### src/rtl/core/dlst_pkg.sv
package dlst_pkg;

    localparam int LEVEL_W    = 10;
    localparam int KNOB_W     = 10;
    localparam int STEP_W     = 10;
    localparam int UNIT_W     = 14;
    localparam int INTERVAL_W = 8;
    localparam int SECOND_W   = 16;
    localparam int TREND_W    = 2;

    localparam int KNOB_STEP  = 204;
    localparam int KNOB_MAX   = (1 << KNOB_W) - 1;
    localparam int QUOT_MAX   = KNOB_MAX / KNOB_STEP;
    localparam int QUOT_W     = $clog2(QUOT_MAX + 2);
    localparam int TIMEOUT_W  = QUOT_W + UNIT_W;
    localparam int CMP_W      = (TIMEOUT_W > SECOND_W) ? TIMEOUT_W : SECOND_W;

    localparam int CFG_INDEX_W = 3;
    localparam int CFG_DATA_W  = 14;

    localparam logic [LEVEL_W-1:0]    DARK_LEVEL_RST  = LEVEL_W'(300);
    localparam logic [LEVEL_W-1:0]    BRIGHT_LEVEL_RST = LEVEL_W'(30);
    localparam logic [STEP_W-1:0]     CHANGE_STEP_RST = STEP_W'(20);
    localparam logic [UNIT_W-1:0]     TIMEOUT_UNIT_RST = UNIT_W'(7224);
    localparam logic [INTERVAL_W-1:0] INTERVAL_RST    = INTERVAL_W'(59);

    typedef enum logic [CFG_INDEX_W-1:0] {
        REG_DARK_LEVEL   = 3'd0,
        REG_BRIGHT_LEVEL = 3'd1,
        REG_CHANGE_STEP  = 3'd2,
        REG_TIMEOUT_UNIT = 3'd3,
        REG_INTERVAL     = 3'd4
    } cfg_index_t;

    typedef enum logic [TREND_W-1:0] {
        TREND_NONE = 2'd0,
        TREND_RISE = 2'd1,
        TREND_FALL = 2'd2
    } trend_t;

    typedef struct packed {
        logic [LEVEL_W-1:0]    dark_level;
        logic [LEVEL_W-1:0]    bright_level;
        logic [STEP_W-1:0]     change_step;
        logic [UNIT_W-1:0]     timeout_unit_secs;
        logic [INTERVAL_W-1:0] history_interval;
    } cfg_t;

    typedef struct packed {
        logic [LEVEL_W-1:0]   light_sample;
        logic [TIMEOUT_W-1:0] timeout;
    } tick_t;

    typedef struct packed {
        logic         lamp_on;
        logic [TREND_W-1:0] trend;
        logic         off_by_timeout;
    } result_t;

endpackage

### src/rtl/core/dlst_cfg_regs.sv
module dlst_cfg_regs (
    input  logic                             clk,
    input  logic                             rst_n,
    input  logic                             cfg_wr_en,
    input  logic [dlst_pkg::CFG_INDEX_W-1:0] cfg_index,
    input  logic [dlst_pkg::CFG_DATA_W-1:0]  cfg_data,
    output dlst_pkg::cfg_t                   cfg
);
    import dlst_pkg::*;

    cfg_t cfg_reg;
    cfg_t cfg_next;

    always_comb
    begin
        cfg_next = cfg_reg;
        if (cfg_wr_en)
        begin
            unique case (cfg_index)
                REG_DARK_LEVEL:   cfg_next.dark_level        = cfg_data[LEVEL_W-1:0];
                REG_BRIGHT_LEVEL: cfg_next.bright_level      = cfg_data[LEVEL_W-1:0];
                REG_CHANGE_STEP:  cfg_next.change_step       = cfg_data[STEP_W-1:0];
                REG_TIMEOUT_UNIT: cfg_next.timeout_unit_secs = cfg_data[UNIT_W-1:0];
                REG_INTERVAL:     cfg_next.history_interval  = cfg_data[INTERVAL_W-1:0];
                default:          cfg_next = cfg_reg;
            endcase
        end
    end

    always_ff @(posedge clk or negedge rst_n)
    begin
        if (!rst_n)
        begin
            cfg_reg.dark_level        <= DARK_LEVEL_RST;
            cfg_reg.bright_level      <= BRIGHT_LEVEL_RST;
            cfg_reg.change_step       <= CHANGE_STEP_RST;
            cfg_reg.timeout_unit_secs <= TIMEOUT_UNIT_RST;
            cfg_reg.history_interval  <= INTERVAL_RST;
        end
        else
        begin
            cfg_reg <= cfg_next;
        end
    end

    assign cfg = cfg_reg;

endmodule

### src/rtl/core/dlst_in_stage.sv
module dlst_in_stage (
    input  logic                          clk,
    input  logic                          rst_n,
    input  logic                          in_valid,
    output logic                          in_ready,
    input  logic [dlst_pkg::LEVEL_W-1:0]  light_sample,
    input  logic [dlst_pkg::KNOB_W-1:0]   knob_sample,
    input  logic [dlst_pkg::UNIT_W-1:0]   timeout_unit_secs,
    input  logic                          take,
    output logic                          tick_valid,
    output dlst_pkg::tick_t               tick
);
    import dlst_pkg::*;

    logic                 valid_reg;
    logic                 valid_next;
    tick_t                tick_reg;
    logic [QUOT_W-1:0]    knob_quot;
    logic [TIMEOUT_W-1:0] timeout_calc;
    logic                 load;

    // The knob quotient is found by comparing against each multiple of the
    // knob step; the thresholds rise, so the last one passed gives the quotient.
    always_comb
    begin
        knob_quot = '0;
        for (int k = 1; k <= QUOT_MAX; k++)
        begin
            if (int'(knob_sample) >= k * KNOB_STEP)
            begin
                knob_quot = QUOT_W'(k);
            end
        end
    end

    // The on-time limit depends only on the knob and a static register, so it
    // is formed here and registered with the beat.
    assign timeout_calc = (TIMEOUT_W'(knob_quot) + TIMEOUT_W'(1))
                          * TIMEOUT_W'(timeout_unit_secs);

    assign in_ready = !valid_reg || take;
    assign load     = in_valid && in_ready;

    always_comb
    begin
        valid_next = valid_reg;
        if (load)
        begin
            valid_next = 1'b1;
        end
        else if (take)
        begin
            valid_next = 1'b0;
        end
    end

    always_ff @(posedge clk or negedge rst_n)
    begin
        if (!rst_n)
        begin
            valid_reg <= 1'b0;
        end
        else
        begin
            valid_reg <= valid_next;
        end
    end

    always_ff @(posedge clk)
    begin
        if (load)
        begin
            tick_reg.light_sample <= light_sample;
            tick_reg.timeout      <= timeout_calc;
        end
    end

    assign tick_valid = valid_reg;
    assign tick       = tick_reg;

endmodule

### src/rtl/core/dlst_core.sv
module dlst_core (
    input  logic              clk,
    input  logic              rst_n,
    input  dlst_pkg::cfg_t    cfg,
    input  logic              tick_valid,
    input  dlst_pkg::tick_t   tick,
    output logic              take,
    output logic              res_valid,
    input  logic              res_ready,
    output dlst_pkg::result_t res
);
    import dlst_pkg::*;

    logic [SECOND_W-1:0]   second_reg;
    logic [SECOND_W-1:0]   second_next;
    logic [INTERVAL_W-1:0] interval_reg;
    logic [INTERVAL_W-1:0] interval_next;
    logic [LEVEL_W-1:0]    recent_reg;
    logic [LEVEL_W-1:0]    recent_next;
    logic                  recent_inval_reg;
    logic                  recent_inval_next;
    logic [LEVEL_W-1:0]    older_reg;
    logic [LEVEL_W-1:0]    older_next;
    logic                  older_inval_reg;
    logic                  older_inval_next;
    logic                  lamp_reg;
    logic                  lamp_next;
    logic                  res_valid_reg;
    logic                  res_valid_next;
    result_t               res_reg;
    result_t               res_next;

    logic [SECOND_W-1:0]   second_inc;
    logic [INTERVAL_W-1:0] interval_dec;
    logic                  shift;
    logic [LEVEL_W-1:0]    hist_recent;
    logic                  hist_recent_inval;
    logic [LEVEL_W-1:0]    hist_older;
    logic                  hist_older_inval;
    logic signed [LEVEL_W:0] diff;
    logic signed [LEVEL_W:0] step_s;
    trend_t                trend;
    logic                  by_light;
    logic                  by_time;
    logic                  switch_on;
    logic                  switch_off;

    assign take = tick_valid && (!res_valid_reg || res_ready);

    assign second_inc   = second_reg + SECOND_W'(1);
    assign interval_dec = interval_reg - INTERVAL_W'(1);
    assign shift        = (interval_dec == '0);

    assign hist_recent       = shift ? tick.light_sample : recent_reg;
    assign hist_recent_inval = shift ? 1'b0 : recent_inval_reg;
    assign hist_older        = shift ? recent_reg : older_reg;
    assign hist_older_inval  = shift ? recent_inval_reg : older_inval_reg;

    assign diff   = $signed({1'b0, hist_recent}) - $signed({1'b0, hist_older});
    assign step_s = $signed({1'b0, cfg.change_step});

    always_comb
    begin
        priority if (hist_recent_inval || hist_older_inval)
        begin
            trend = TREND_NONE;
        end
        else if (diff >= step_s)
        begin
            trend = TREND_RISE;
        end
        else if (diff <= -step_s)
        begin
            trend = TREND_FALL;
        end
        else
        begin
            trend = TREND_NONE;
        end
    end

    assign by_light   = (trend == TREND_FALL) && (tick.light_sample < cfg.bright_level);
    assign by_time    = CMP_W'(second_inc) >= CMP_W'(tick.timeout);
    assign switch_on  = !lamp_reg && (trend == TREND_RISE)
                        && (tick.light_sample > cfg.dark_level);
    assign switch_off = lamp_reg && (by_light || by_time);

    always_comb
    begin
        second_next       = second_reg;
        interval_next     = interval_reg;
        recent_next       = recent_reg;
        recent_inval_next = recent_inval_reg;
        older_next        = older_reg;
        older_inval_next  = older_inval_reg;
        lamp_next         = lamp_reg;
        res_next          = res_reg;
        res_valid_next    = res_valid_reg && !res_ready;

        if (take)
        begin
            second_next       = switch_on ? '0 : second_inc;
            interval_next     = shift ? cfg.history_interval : interval_dec;
            recent_next       = hist_recent;
            recent_inval_next = hist_recent_inval || switch_on || switch_off;
            older_next        = hist_older;
            older_inval_next  = hist_older_inval || switch_on || switch_off;
            lamp_next         = (lamp_reg && !switch_off) || switch_on;

            res_valid_next         = 1'b1;
            res_next.lamp_on       = lamp_next;
            res_next.trend         = trend;
            res_next.off_by_timeout = switch_off && by_time;
        end
    end

    always_ff @(posedge clk or negedge rst_n)
    begin
        if (!rst_n)
        begin
            second_reg       <= '0;
            interval_reg     <= INTERVAL_RST;
            recent_reg       <= '0;
            recent_inval_reg <= 1'b0;
            older_reg        <= '0;
            older_inval_reg  <= 1'b0;
            lamp_reg         <= 1'b0;
            res_valid_reg    <= 1'b0;
        end
        else
        begin
            second_reg       <= second_next;
            interval_reg     <= interval_next;
            recent_reg       <= recent_next;
            recent_inval_reg <= recent_inval_next;
            older_reg        <= older_next;
            older_inval_reg  <= older_inval_next;
            lamp_reg         <= lamp_next;
            res_valid_reg    <= res_valid_next;
        end
    end

    always_ff @(posedge clk)
    begin
        res_reg <= res_next;
    end

    assign res_valid = res_valid_reg;
    assign res       = res_reg;

endmodule

### src/rtl/core/dusk_light_switch_with_timeout.sv
// Path: an accepted beat waits in the input register; the combinational tick
// logic then writes its result into the result register. Throughput: one beat
// per cycle while the result side is ready; each register holds one beat.
// Reset: rst_n clears the lamp, counters and history and loads register
// defaults asynchronously; no clearing pass is needed.
module dusk_light_switch_with_timeout (
    input  logic                             clk,
    input  logic                             rst_n,
    input  logic                             cfg_wr_en,
    input  logic [dlst_pkg::CFG_INDEX_W-1:0] cfg_index,
    input  logic [dlst_pkg::CFG_DATA_W-1:0]  cfg_data,
    input  logic                             s_axis_tvalid,
    output logic                             s_axis_tready,
    input  logic [23:0]                      s_axis_tdata, // light_sample, knob_sample
    output logic                             m_axis_tvalid,
    input  logic                             m_axis_tready,
    output logic [7:0]                       m_axis_tdata  // lamp_on, trend, off_by_timeout
);
    import dlst_pkg::*;

    cfg_t    cfg;
    logic    tick_valid;
    tick_t   tick;
    logic    take;
    result_t res;

    dlst_cfg_regs u_cfg_regs (
        .clk       (clk),
        .rst_n     (rst_n),
        .cfg_wr_en (cfg_wr_en),
        .cfg_index (cfg_index),
        .cfg_data  (cfg_data),
        .cfg       (cfg)
    );

    dlst_in_stage u_in_stage (
        .clk               (clk),
        .rst_n             (rst_n),
        .in_valid          (s_axis_tvalid),
        .in_ready          (s_axis_tready),
        .light_sample      (s_axis_tdata[LEVEL_W-1:0]),
        .knob_sample       (s_axis_tdata[LEVEL_W+KNOB_W-1:LEVEL_W]),
        .timeout_unit_secs (cfg.timeout_unit_secs),
        .take              (take),
        .tick_valid        (tick_valid),
        .tick              (tick)
    );

    dlst_core u_core (
        .clk        (clk),
        .rst_n      (rst_n),
        .cfg        (cfg),
        .tick_valid (tick_valid),
        .tick       (tick),
        .take       (take),
        .res_valid  (m_axis_tvalid),
        .res_ready  (m_axis_tready),
        .res        (res)
    );

    assign m_axis_tdata = {4'b0000, res.off_by_timeout, res.trend, res.lamp_on};

endmodule

### config.mk
export PLATFORM = sky130hd
export DESIGN_NAME = dusk_light_switch_with_timeout
export DESIGN_NICKNAME = d
export VERILOG_FILES = /design/src/rtl/core/dlst_pkg.sv /design/src/rtl/core/dlst_cfg_regs.sv /design/src/rtl/core/dlst_in_stage.sv /design/src/rtl/core/dlst_core.sv /design/src/rtl/core/dusk_light_switch_with_timeout.sv
export SDC_FILE = /design/constraint.sdc
export NUM_CORES = 1
export LEC_CHECK = 0
export BUFFER_PORTS_ARGS = -buffer_cell sky130_fd_sc_hd__buf_2
export CAP_MARGIN = 20
export CORE_ASPECT_RATIO = 0.5
export CORE_MARGIN = 2
export CORE_UTILIZATION = 27
export DETAILED_ROUTE_END_ITERATION = 16
export GPL_ROUTABILITY_DRIVEN = 0
export PLACE_DENSITY = 0.48
export SLEW_MARGIN = 0
export SYNTH_ARGS = -nofsm -noshare
export SYNTH_HDL_FRONTEND = slang
export SYNTH_SLANG_ARGS = --single-unit
### constraint.sdc
create_clock -name clk -period 5.5 [get_ports clk]
set_clock_uncertainty 0.1 [all_clocks]
set_input_delay 1.1 -clock clk [delete_from_list [all_inputs] [get_ports clk]]
set_output_delay 1.1 -clock clk [all_outputs]
set_load 0.005 [all_outputs]
==> reports/metrics.cfg <==
[run_status]
outcome=finished, final reports clean

[power_and_ir_drop]
swShare_pct=40.2
p_per_area_nw_per_um2=621
p_leak_nw=5.07
p_int_mw=4.15
p_sw_mw=2.79
ir_drop_uv=331
power_frac_clock_pct=16.2
p_total_mw=6.94
p_seq_share_pct=22.3
p_comb_share_pct=61.5

[timing]
slew_viol_final=0
whs_ns=0.380
tightest_slew_ns=0.977
max_freq_ghz=0.189
setup_viol=0
hold_viol=0
fin_crit_sh_pct=96.0
relSlewSlack_pct=34.6
final.min_clock_period_ns=5.28

[layout]
areaGrowthSynthToFinish_pct=24.8
drive_gt1_share_pct=25.3
finalNonFillerCells=1521
num-nets-final=1228
fin_area_um2=11200
n_antenna_cell=0
largest_reg_flops=52

[setup_path]
path_class=input pin to flop
worst-path-max-fanout=11
crit_path_cell_trace=buf_2, o311a_1, o31a_1, a21oi_1, o32a_1, inv_2, ha_4, xor2_4, buf_4, nand2_1, fa_1, inv_1, fa_1, ha_4, and2_1, a31o_2, a31oi_1, nand2_1, a41o_1, a21oi_2, xnor2_1
r2r-start=u_core.interval_reg[1]$_DFFE_PN1P_
r2r_end=u_core.recent_inval_reg$_DFFE_PN0P_
worstPathArrival_ns=5.34
endpoint_kind=flop
cp-start-kind=input pin
slowest_delay_ns=0.57
critPathSlowestCell=fa_1
rrSetupSlack_ns=0.25
worstPathRequired_ns=5.57
r2r_cells=24

[detailed_routing]
ant_nets=0
drc_errors=0
viasPerCell=4.60
first_pass_iters=5
wl_per_cell_um=14.7
drt_iter0_drc=374
wl_mm=22.3
vias=7002

[logic_synthesis]
synth.largest_area_cell=dfrtp_1
synth_top_area_share_pct=21.0
ys_seq_area_share_pct=39.0
synth_edf_count=31
yosysWarningCount=0
yosysUniqueCellTypes=68
synth_area_per_cell_um2=9.58
synth_area_um2=8960
async_flop_share_pct=76.5
synthTopCellsByArea=dfrtp_1 21%, ha_1 13%, edfxtp_1 10%
ys.flop_type=dfrtp_1
synthCells=935
synth.ff_latch_count=132

[placement]
placed_area_um2=10300
place_inst=1481
portBuffers=45
post-dp-hpwl_mm=16.8

[clocking]
clock_sinks=132
cts_buffers=17
clk_path_buf_depth=2
clk_latency_ns=0.43
h-tree-depth=4
cts_tree=done
clk_pin_slew_ns=0.06
cts_root_buf=clkbuf_16

[grt]
antenna_found_initial=0
grt_pass1_vias=7190
grt_start_max_net_pins=57
grt.overflow.total=0
grt_usage_pct=13.6
grt_pass1_wl_mm=36.9

[min_path]
worst_hold_path.endpoint=u_core.older_reg[7]$_DFFE_PN0P_
hold_path_depth=2
worstHoldPathType=flop to flop
min_from=u_core.older_reg[7]$_DFFE_PN0P_

[floorplanning]
ios=56
core_region_area_um2=32900
initial_core_util_pct=27.2
die_w_um=262
fp.dieH_um=133
rows=47
die_area_um2=34700

[flow_run]
timing.max_cap.violations=0

layout make-up:
type                       instances  area, um2
clock buffer                      20        467
clock inverter                    12        116
fill                            3347      21700
inverter                          87        329
multi-input combinational        703       5360
sequential                       132       3490
tap                              441        552
timing repair buffer             126        863
power by group through the flow:
stage	logic [mW]	clock network, mW	registers, mW
4_1_cts	3.98	1.16	1.55
3_5_place_dp	3.79	0	1.56
2_1_floorplan	2.53	0	1.50
3_3_place_gp	3.71	0	1.55
6_report	4.26	1.13	1.55
5_1_grt	4.84	1.20	1.59
synthesized netlist by cell type, types with 11 or more instances:
cell type	count
xnor2_1	32
nor2_1	42
mux2i_1	11
ha_1	90
xor2_1	12
a31oi_1	12
mux2_2	33
nand3_1	20
fa_1	25
nand2_1	148
a21oi_1	37
and2_1	24
dfrtp_1	75
nand4_1	12
dfstp_2	26
edfxtp_1	31
clkbuf_1	20
inv_1	85
nor3_1	17
o21ai_0	77
how the worst max path moves through the flow:
stage               slack [ns]                                  end                                from
global route             -0.03   u_core.older_inval_reg$_DFFE_PN0P_  u_core.interval_reg[1]$_DFFE_PN1P_
floorplan              -0.0002        u_in_stage.tick[16]$_DFFE_PP_                    s_axis_tdata[14]
global placement         -0.34  u_core.recent_inval_reg$_DFFE_PN0P_  u_core.interval_reg[0]$_DFFE_PN1P_
CTS                      -0.02   u_core.older_inval_reg$_DFFE_PN0P_  u_core.interval_reg[1]$_DFFE_PN1P_
finish                    0.22        u_in_stage.tick[15]$_DFFE_PP_                    s_axis_tdata[14]
detailed placement       -0.27  u_core.recent_inval_reg$_DFFE_PN0P_  u_core.interval_reg[0]$_DFFE_PN1P_
layer usage:
metal	wire (um)	track usage (%)	vias up
li1	-	-	3473
met1	10600	17.8	3416
met2	10700	22.6	88
met3	626	2.49	25
met4	444	4.58	0
met5	0	0	-
layout by cell type (no fill, tap or decap), types with 11 or more instances in the layout:
cell type	synthesis	routed
xnor2_1	32	30
inv_1	85	84
buf_4	4	77
a31oi_1	12	11
o21ai_0	77	67
dfstp_2	26	26
xor2_1	12	11
buf_2	3	44
and2_1	24	24
conb_1	2	17
edfxtp_1	31	31
ha_1	90	82
nand2_1	148	147
fa_1	25	23
nor3_1	17	15
mux2_2	33	31
nand3_1	20	19
nor2_1	42	41
nand4_1	12	12
clkbuf_16	0	17
a21oi_1	37	28
dfrtp_1	75	75
critical path: cells and delay by family:
kind	cells	cell delay, ns
fa+ha+maj	4	1.48
xor+xnor	2	0.28
simple gates	3	0.37
buf+inv	4	0.42
compound gates	8	1.68
through the flow:
step	utilization [%]	worst slack, ns	TNS (ns)
final	34.0	0.221	0
after global routing	34.0	-0.0329	-0.106
after CTS	33.3	-0.0166	-0.0425
after detailed placement	31.3	-0.272	-1.34
after global placement	31.3	-0.338	-1.67
after floorplan	-	-0.000233	-0.000233
logic make-up after synthesis:
| family | count (synthesis) | synth area share [%] |
|---|---|---|
| mux | 44 | 5.38 |
| buf+inv | 115 | 5.11 |
| flops | 132 | 39.0 |
| simple gates | 300 | 15.5 |
| compound gates | 183 | 12.4 |
| xor+xnor | 44 | 4.30 |
| fa+ha+maj | 115 | 18.2 |
| other cells | 2 | 0.0838 |
repair_timing:
action,CTS,global route
hold buffers,0,0
pin swaps,8,31
setup endpoints to repair,9,23
buffers inserted,2,6
resized for setup,12,42
(Power assumes the default switching activity.)
